===== config.mk =====
export PLATFORM = sky130hd
export DESIGN_NAME = multi_level_crossing_counter
export DESIGN_NICKNAME = d
export VERILOG_FILES = /design/src/hdl/mlcc_pkg.sv /design/src/hdl/mlcc_cell.sv /design/src/hdl/mlcc_out_buf.sv /design/src/hdl/multi_level_crossing_counter.sv
export SDC_FILE = /design/constraint.sdc
export NUM_CORES = 2
export LEC_CHECK = 0
export BUFFER_PORTS_ARGS = -buffer_cell sky130_fd_sc_hd__buf_2
export CAP_MARGIN = 20
export CORE_MARGIN = 2
export CORE_UTILIZATION = 38
export DETAILED_ROUTE_END_ITERATION = 8
export MAX_ROUTING_LAYER = met4
export PLACE_DENSITY_LB_ADDON = 0.08
export SYNTH_ARGS = -nofsm -noshare
export SYNTH_HDL_FRONTEND = slang
export SYNTH_SLANG_ARGS = --single-unit

===== constraint.sdc =====
create_clock -name clk -period 18.82 [get_ports clk]
set_input_delay 3.764 -clock clk [delete_from_list [all_inputs] [get_ports clk]]
set_output_delay 3.764 -clock clk [all_outputs]
set_load 0.02 [all_outputs]

===== src/hdl/mlcc_pkg.sv =====
// Types, constants and register codes of the multi-level crossing counter.
`default_nettype none
package mlcc_pkg;

  localparam int NUM_LEVELS  = 8;
  localparam int SAMPLE_BITS = 14;
  localparam int COUNT_BITS  = 32;
  localparam int STEP_BITS   = 11;
  localparam int WINDOW_BITS = 12;
  localparam int PAIR_BITS   = 13;
  localparam int CFG_DATA_BITS = 14;
  localparam int CFG_IDX_BITS  = 2;

  // Wide enough for the highest threshold plus one more step.
  localparam int LEVEL_W = $clog2((1 << SAMPLE_BITS) + NUM_LEVELS * (1 << STEP_BITS));

  // Cycles for a new threshold setting to ripple down the whole row.
  localparam int SETTLE_CYCLES = NUM_LEVELS + 1;
  localparam int SETTLE_W      = $clog2(SETTLE_CYCLES + 1);

  localparam logic [SAMPLE_BITS-1:0] FIRST_LEVEL_RST  = SAMPLE_BITS'(3400);
  localparam logic [STEP_BITS-1:0]   LEVEL_STEP_RST   = STEP_BITS'(50);
  localparam logic [WINDOW_BITS-1:0] WINDOW_PAIRS_RST = WINDOW_BITS'(1750);
  localparam logic [PAIR_BITS-1:0]   PAIR_MAX         = '1;

  typedef enum logic [CFG_IDX_BITS-1:0] {
    REG_FIRST_LEVEL  = 2'd0,
    REG_LEVEL_STEP   = 2'd1,
    REG_WINDOW_PAIRS = 2'd2
  } mlcc_reg_t;

  typedef struct packed {
    logic [SAMPLE_BITS-1:0] sample;
    logic                   wave_start;
  } mlcc_in_t;

  typedef struct packed {
    logic [COUNT_BITS-1:0] count_l0;
    logic [COUNT_BITS-1:0] count_l1;
    logic [COUNT_BITS-1:0] count_l2;
    logic [COUNT_BITS-1:0] count_l3;
    logic [COUNT_BITS-1:0] count_l4;
    logic [COUNT_BITS-1:0] count_l5;
    logic [COUNT_BITS-1:0] count_l6;
    logic [COUNT_BITS-1:0] count_l7;
    logic [NUM_LEVELS-1:0] crossed_mask;
  } mlcc_out_t;

  // Beat pushed from the counting row into the output buffer.
  typedef struct packed {
    logic      valid;
    mlcc_out_t data;
  } mlcc_push_t;

endpackage
`default_nettype wire


===== src/hdl/mlcc_cell.sv =====
// One threshold cell: holds its level and count, passes the next level on.
`default_nettype none
module mlcc_cell
  import mlcc_pkg::*;
(
  input  wire logic                   clk,
  input  wire logic                   rst_n,
  input  wire logic [LEVEL_W-1:0]     level_in,
  input  wire logic [STEP_BITS-1:0]   level_step,
  output logic      [LEVEL_W-1:0]     level_out,
  input  wire logic                   check,
  input  wire logic [SAMPLE_BITS-1:0] prev_sample,
  input  wire logic [SAMPLE_BITS-1:0] sample,
  output logic                        crossed,
  output logic      [COUNT_BITS-1:0]  count_nxt
);

  logic [LEVEL_W-1:0]    level_r;
  logic [COUNT_BITS-1:0] count_r;
  logic [LEVEL_W-1:0]    p_ext;
  logic [LEVEL_W-1:0]    s_ext;

  assign p_ext = {{(LEVEL_W-SAMPLE_BITS){1'b0}}, prev_sample};
  assign s_ext = {{(LEVEL_W-SAMPLE_BITS){1'b0}}, sample};

  // The neighbor's threshold is this one plus one step.
  assign level_out = level_r + {{(LEVEL_W-STEP_BITS){1'b0}}, level_step};

  assign crossed = check && (((p_ext < level_r) && (s_ext > level_r)) ||
                             ((p_ext > level_r) && (s_ext < level_r)));

  always_comb begin
    count_nxt = count_r;
    if (crossed && (count_r != '1)) begin
      count_nxt = count_r + COUNT_BITS'(1);
    end
  end

  always_ff @(posedge clk) begin
    level_r <= level_in;
  end

  always_ff @(posedge clk) begin
    if (!rst_n) begin
      count_r <= '0;
    end else begin
      count_r <= count_nxt;
    end
  end

endmodule
`default_nettype wire


===== src/hdl/mlcc_out_buf.sv =====
// Output register with a skid entry; input waits on out_stall only while the skid is full.
`default_nettype none
module mlcc_out_buf
  import mlcc_pkg::*;
(
  input  wire logic       clk,
  input  wire logic       rst_n,
  input  wire mlcc_push_t push,
  output logic            full,
  output logic            out_valid,
  input  wire logic       out_stall,
  output mlcc_out_t       out_payload
);

  logic      out_valid_r;
  logic      skid_valid_r;
  mlcc_out_t out_r;
  mlcc_out_t skid_r;
  logic      out_fire;

  assign out_fire    = out_valid_r && !out_stall;
  assign out_valid   = out_valid_r;
  assign out_payload = out_r;
  assign full        = skid_valid_r;

  always_ff @(posedge clk) begin
    if (!rst_n) begin
      out_valid_r  <= 1'b0;
      skid_valid_r <= 1'b0;
    end else if (skid_valid_r) begin
      if (out_fire) begin
        skid_valid_r <= 1'b0;
      end
    end else if (push.valid) begin
      if (out_valid_r && !out_fire) begin
        skid_valid_r <= 1'b1;
      end else begin
        out_valid_r <= 1'b1;
      end
    end else if (out_fire) begin
      out_valid_r <= 1'b0;
    end
  end

  always_ff @(posedge clk) begin
    if (skid_valid_r) begin
      if (out_fire) begin
        out_r <= skid_r;
      end
    end else if (push.valid) begin
      if (out_valid_r && !out_fire) begin
        skid_r <= push.data;
      end else begin
        out_r <= push.data;
      end
    end
  end

endmodule
`default_nettype wire


===== src/hdl/multi_level_crossing_counter.sv =====
// Top level of the multi-level crossing counter: control, cell row, output buffer.
//
//   channel  direction  handshake          beat
//   in_      input      in_valid/in_stall  mlcc_in_t  (sample, wave_start)
//   out_     output     out_valid/out_stall mlcc_out_t (eight counts, crossed_mask)
//   cfg_     input      cfg_valid/cfg_ready index + data, ready always high
//
// One input beat per cycle while in_stall is low; its result beat is registered in the
// output register, or, while that register holds a stalled beat, in a skid entry.
// The eight cells compare and count in parallel; thresholds ripple down the row one
// cell per cycle, so after reset or a register write input is held off until they
// reach the last cell. in_stall rises while the skid entry is occupied or thresholds settle.
`default_nettype none
module multi_level_crossing_counter
  import mlcc_pkg::*;
(
  input  wire logic                     clk,
  input  wire logic                     rst_n,
  input  wire logic                     in_valid,
  output logic                          in_stall,
  input  wire mlcc_in_t                 in_payload,
  output logic                          out_valid,
  input  wire logic                     out_stall,
  output mlcc_out_t                     out_payload,
  input  wire logic                     cfg_valid,
  output logic                          cfg_ready,
  input  wire logic [CFG_IDX_BITS-1:0]  cfg_index,
  input  wire logic [CFG_DATA_BITS-1:0] cfg_data
);

  logic [SAMPLE_BITS-1:0] first_level_r;
  logic [STEP_BITS-1:0]   level_step_r;
  logic [WINDOW_BITS-1:0] window_pairs_r;
  logic [SETTLE_W-1:0]    settle_r;
  logic [SAMPLE_BITS-1:0] prev_r;
  logic [PAIR_BITS-1:0]   pair_r;
  logic [PAIR_BITS-1:0]   pair_nxt;

  logic       accept;
  logic       check;
  logic       buf_full;
  logic       cfg_wr;
  mlcc_push_t push;

  logic [LEVEL_W-1:0]    level_chain [NUM_LEVELS+1];
  logic [COUNT_BITS-1:0] count_nxt   [NUM_LEVELS];
  logic [NUM_LEVELS-1:0] crossed;

  assign cfg_ready = 1'b1;
  assign cfg_wr    = cfg_valid && cfg_ready;
  assign in_stall  = buf_full || (settle_r != '0);
  assign accept    = in_valid && !in_stall;
  assign check     = accept && !in_payload.wave_start &&
                     (pair_r < {1'b0, window_pairs_r});

  always_ff @(posedge clk) begin
    if (!rst_n) begin
      first_level_r  <= FIRST_LEVEL_RST;
      level_step_r   <= LEVEL_STEP_RST;
      window_pairs_r <= WINDOW_PAIRS_RST;
    end else if (cfg_wr) begin
      case (mlcc_reg_t'(cfg_index))
        REG_FIRST_LEVEL:  first_level_r  <= cfg_data[SAMPLE_BITS-1:0];
        REG_LEVEL_STEP:   level_step_r   <= cfg_data[STEP_BITS-1:0];
        REG_WINDOW_PAIRS: window_pairs_r <= cfg_data[WINDOW_BITS-1:0];
        default: ;
      endcase
    end
  end

  // Hold off input until new thresholds have reached the last cell.
  always_ff @(posedge clk) begin
    if (!rst_n || cfg_wr) begin
      settle_r <= SETTLE_W'(SETTLE_CYCLES);
    end else if (settle_r != '0) begin
      settle_r <= settle_r - SETTLE_W'(1);
    end
  end

  always_comb begin
    pair_nxt = pair_r;
    if (accept && in_payload.wave_start) begin
      pair_nxt = '0;
    end else if (check && (pair_r != PAIR_MAX)) begin
      pair_nxt = pair_r + PAIR_BITS'(1);
    end
  end

  always_ff @(posedge clk) begin
    if (!rst_n) begin
      prev_r <= '0;
      pair_r <= '0;
    end else begin
      pair_r <= pair_nxt;
      if (accept) begin
        prev_r <= in_payload.sample;
      end
    end
  end

  assign level_chain[0] = {{(LEVEL_W-SAMPLE_BITS){1'b0}}, first_level_r};

  for (genvar i = 0; i < NUM_LEVELS; i++) begin : g_cell
    mlcc_cell u_cell (
      .clk         (clk),
      .rst_n       (rst_n),
      .level_in    (level_chain[i]),
      .level_step  (level_step_r),
      .level_out   (level_chain[i+1]),
      .check       (check),
      .prev_sample (prev_r),
      .sample      (in_payload.sample),
      .crossed     (crossed[i]),
      .count_nxt   (count_nxt[i])
    );
  end

  always_comb begin
    push.valid             = accept;
    push.data.count_l0     = count_nxt[0];
    push.data.count_l1     = count_nxt[1];
    push.data.count_l2     = count_nxt[2];
    push.data.count_l3     = count_nxt[3];
    push.data.count_l4     = count_nxt[4];
    push.data.count_l5     = count_nxt[5];
    push.data.count_l6     = count_nxt[6];
    push.data.count_l7     = count_nxt[7];
    push.data.crossed_mask = crossed;
  end

  mlcc_out_buf u_out_buf (
    .clk         (clk),
    .rst_n       (rst_n),
    .push        (push),
    .full        (buf_full),
    .out_valid   (out_valid),
    .out_stall   (out_stall),
    .out_payload (out_payload)
  );

endmodule
`default_nettype wire


==> out/results.ini <==
[die]
fp.dieH_um = 352.1
num_rows = 127
floorplan.initialDensity_pct = 38.33
core-area_mm2 = 0.1201
die_w_um = 352.1
top_level_i_o_count = 303
die-area_mm2 = 0.1240

[clock_tree]
h-tree-depth = 3
cts_repair_resize_count = 0
numCtsBuffers = 109
cts.sink_count = 973
clkSlewWorstSetupHoldPaths_ps = 60
postCtsSetupBuffers = 0
insertion_delay_ps = 700
ctsRootBufferMaster = clkbuf_16
tritoncts_clock_tree = yes
cts.hold.buffers_added = 0
clk_path_buf_depth = 3

[sta]
final.period_utilization_pct = 36.67
top_achievable_clock_speed_mhz = 144.9
setup_tns_ps = 0
setup_viol_count_final = 0
final_hold_violation_count = 0
slew_headroom_pct = 12.77
worstMarginPinSlew_ps = 1308
fin_skew_ps = 25.56
rsz0062_at_grt = false
final.min_clock_period_ps = 6901
timing_max_transition_violations_final = 0

[global_route]
number_of_antenna_violations_at_the_first_check_in_global_routing = 8
globalRoute.totalOverflow = 0
global_route.usage.total_pct = 18.74
wire_length_of_the_first_global_routing_pass_mm = 177.4
grt_max_degree = 160
grt_pass1_vias = 29080

[route]
met1_length_mm = 58.25
remaining_drc_errors = 0
drt-vias-per-instance = 4.966
topRoutingLayerUsed = met4
drtPass1Iterations = 5
drtAntennaViolNets = 0
met3WireLength_mm = 5.630
avg_wl_per_cell_um = 18.85
drt-initial-drc-count = 1774
vias = 30110
routed_wl_mm = 114.3
wl_met2_mm = 48.23

[finish]
nets = 4713
most-common-layout-cells = edfxtp_1 (528), dfxtp_1 (444), ha_1 (323), buf_2 (301), nand2_1 (299)
drive_gt1_share_pct = 17.60
multi_input_comb_area_mm2 = 0.02008
layout_commonest_cell = edfxtp_1
fin_util_pct = 44.30
syn_to_final_growth_pct = 15.58
seqCellArea_mm2 = 0.02477
finalNonFillerCells = 6063
fill_cells = 11400
stdcell_area_mm2 = 0.05322

[logic_synthesis]
yosysSeqAreaShare_pct = 53.78
synth.avg_cell_area_um2 = 11.45
synth_top_cell_area_share_pct = 34.43
synth-edff-count = 528
ys_warn_count = 0
synthesis.area_mm2 = 0.04605
synth.net_count = 4388
synthCells = 4022
dominantRegCellSynth = edfxtp_1
netlist-cell-type-count = 79
synth_top_area_cell = edfxtp_1
synth_top_cells_by_area = edfxtp_1 (34%), dfxtp_1 (19%), ha_1 (8.8%)
synth-async-reset-ratio_pct = 0
postSynthRegisterBits = 973

[pwr]
ir_worst_vdd_mv = 0.06700
power.clock.fraction_pct = 41.7
seq_power_share_pct = 44.1
power_leakage_nw = 21.50
combPwrFrac_pct = 14.1
switching_share_pct = 26.34
switching_power_mw = 1.412
p_per_area_mw_per_mm2 = 100.8
p_int_mw = 3.950
total_power_mw = 5.362

[critical_path]
crit_path_start_kind = input port
cp-end-kind = register
criticalPathCategory = in -> reg
critPathArrivalTime_ps = 7210
most_prevalent_standard_cell_on_the_critical_path = buf_4
worst-path-max-fanout = 159
worst-endpoint-required_ps = 19130
timing.critical_path.slowest_stage_cell = buf_4
timing.critical_path.cells = buf_2 -> nor2b_1 -> and2_1 -> buf_4 -> and3_4 -> buf_12 -> buf_4
timing.critical_path.slowest_cell_delay_ps = 830

[placed_design]
place.detailed.instances = 5848
place.detailed.hpwl_mm = 78.88
portBuffers = 301
detailed_place.area_mm2 = 0.04941
finalWeightedCongestion = 0.8160

[run_status]
status = finished clean

[hold_path]
timing.hold.worst.class = reg -> reg

[job]
max_cap_violations = 0

-- synth_stat cells, drive strengths merged (10+ instances only) --
library cell / count
dfxtp: 445
edfxtp: 528
nor4: 34
o21ai: 81
nand4: 90
nand3: 193
nand4b: 10
a21o: 39
clkbuf: 88
a21boi: 10
nor3: 109
nand2: 299
and2: 248
nor2: 166
a31oi: 17
mux2i: 21
a21oi: 169
mux2: 237
a211oi: 35
nor3b: 15
xor2: 103
buf: 24
nand2b: 16
or3: 21
a2111oi: 10
nor2b: 49
and3: 74
o211ai: 14
xnor2: 218
inv: 217
o21bai: 15
and4: 19
ha: 323
-- critical path, delay by kind of cell --
family,cells,cell delay [ps]
and+or+nand+nor,3,1120
buffers and inverters,4,1740
-- cell families after synthesis --
family                   count (synthesis)  synth area share [%]
buffers and inverters                  329                 2.777
flip-flops                             973                 53.78
AO/OA/AOI/OAI                          429                 5.674
XOR/XNOR                               321                 6.122
adder cells (fa/ha/maj)                330                 9.081
AND/OR/NAND/NOR                       1381                 16.31
other                                    1              0.008144
multiplexers                           258                 6.252
-- layout make-up --
cell class              instances  share of cell area, %
flip-flops and latches        973                  46.53
multi-input cells            2720                  37.73
clock buffers                 146                  5.654
well taps                    1612                  3.790
repair buffers                326                  3.237
inverters                     217                  1.545
clock inverters                61                  1.469
diodes                          8                0.03762
-- worst paths after layout --
path | start | cells past startpoint | endpoint | slack [ps]
max reg2reg | prev_r[13] | 10 | u_out_buf.out_payload[231] | 13820
max | in_valid | 7 | u_out_buf.skid_r[212] | 11920
min | first_level_r[10] | 0 | g_cell[0].u_cell.level_r[10] | 350
min reg2reg | first_level_r[10] | 0 | g_cell[0].u_cell.level_r[10] | 350
-- per-stage QoR --
step / setup WS [ps] / hold slack (ps)
floorplan: 780.6 / 330.6
global placement: 11150 / 334.5
detailed placement: 11160 / 337.6
CTS: 11930 / 329.5
global route: 11720 / 351.9
finish: 11920 / 346.6
-- power groups by stage --
stage | clock [mW] | sequential (mW) | combinational, mW
global route | 2.40 | 2.37 | 0.865
finish | 2.24 | 2.37 | 0.758
detailed placement | 0 | 2.41 | 0.751
CTS | 2.31 | 2.37 | 0.757
floorplan | 0 | 2.39 | 0.561
global placement | 0 | 2.41 | 0.744
-- state kept, by name, summed over array words and instances (netlist names), 4 cells and up --
signal	count
u_out_buf.out_payload	264
u_out_buf.skid_r	264
g_cell.u_cell.count_r	256
g_cell.u_cell.level_r	119
first_level_r	14
prev_r	14
pair_r	13
window_pairs_r	12
level_step_r	11
settle_r	4
-- layer usage --
layer	track usage, %	vias to the layer above
met1	27.53	14340
met5	-	-
li1	-	15090
met3	3.524	134
met4	4.231	0
met2	26.59	545
Power figures use the tool's default switching activity.
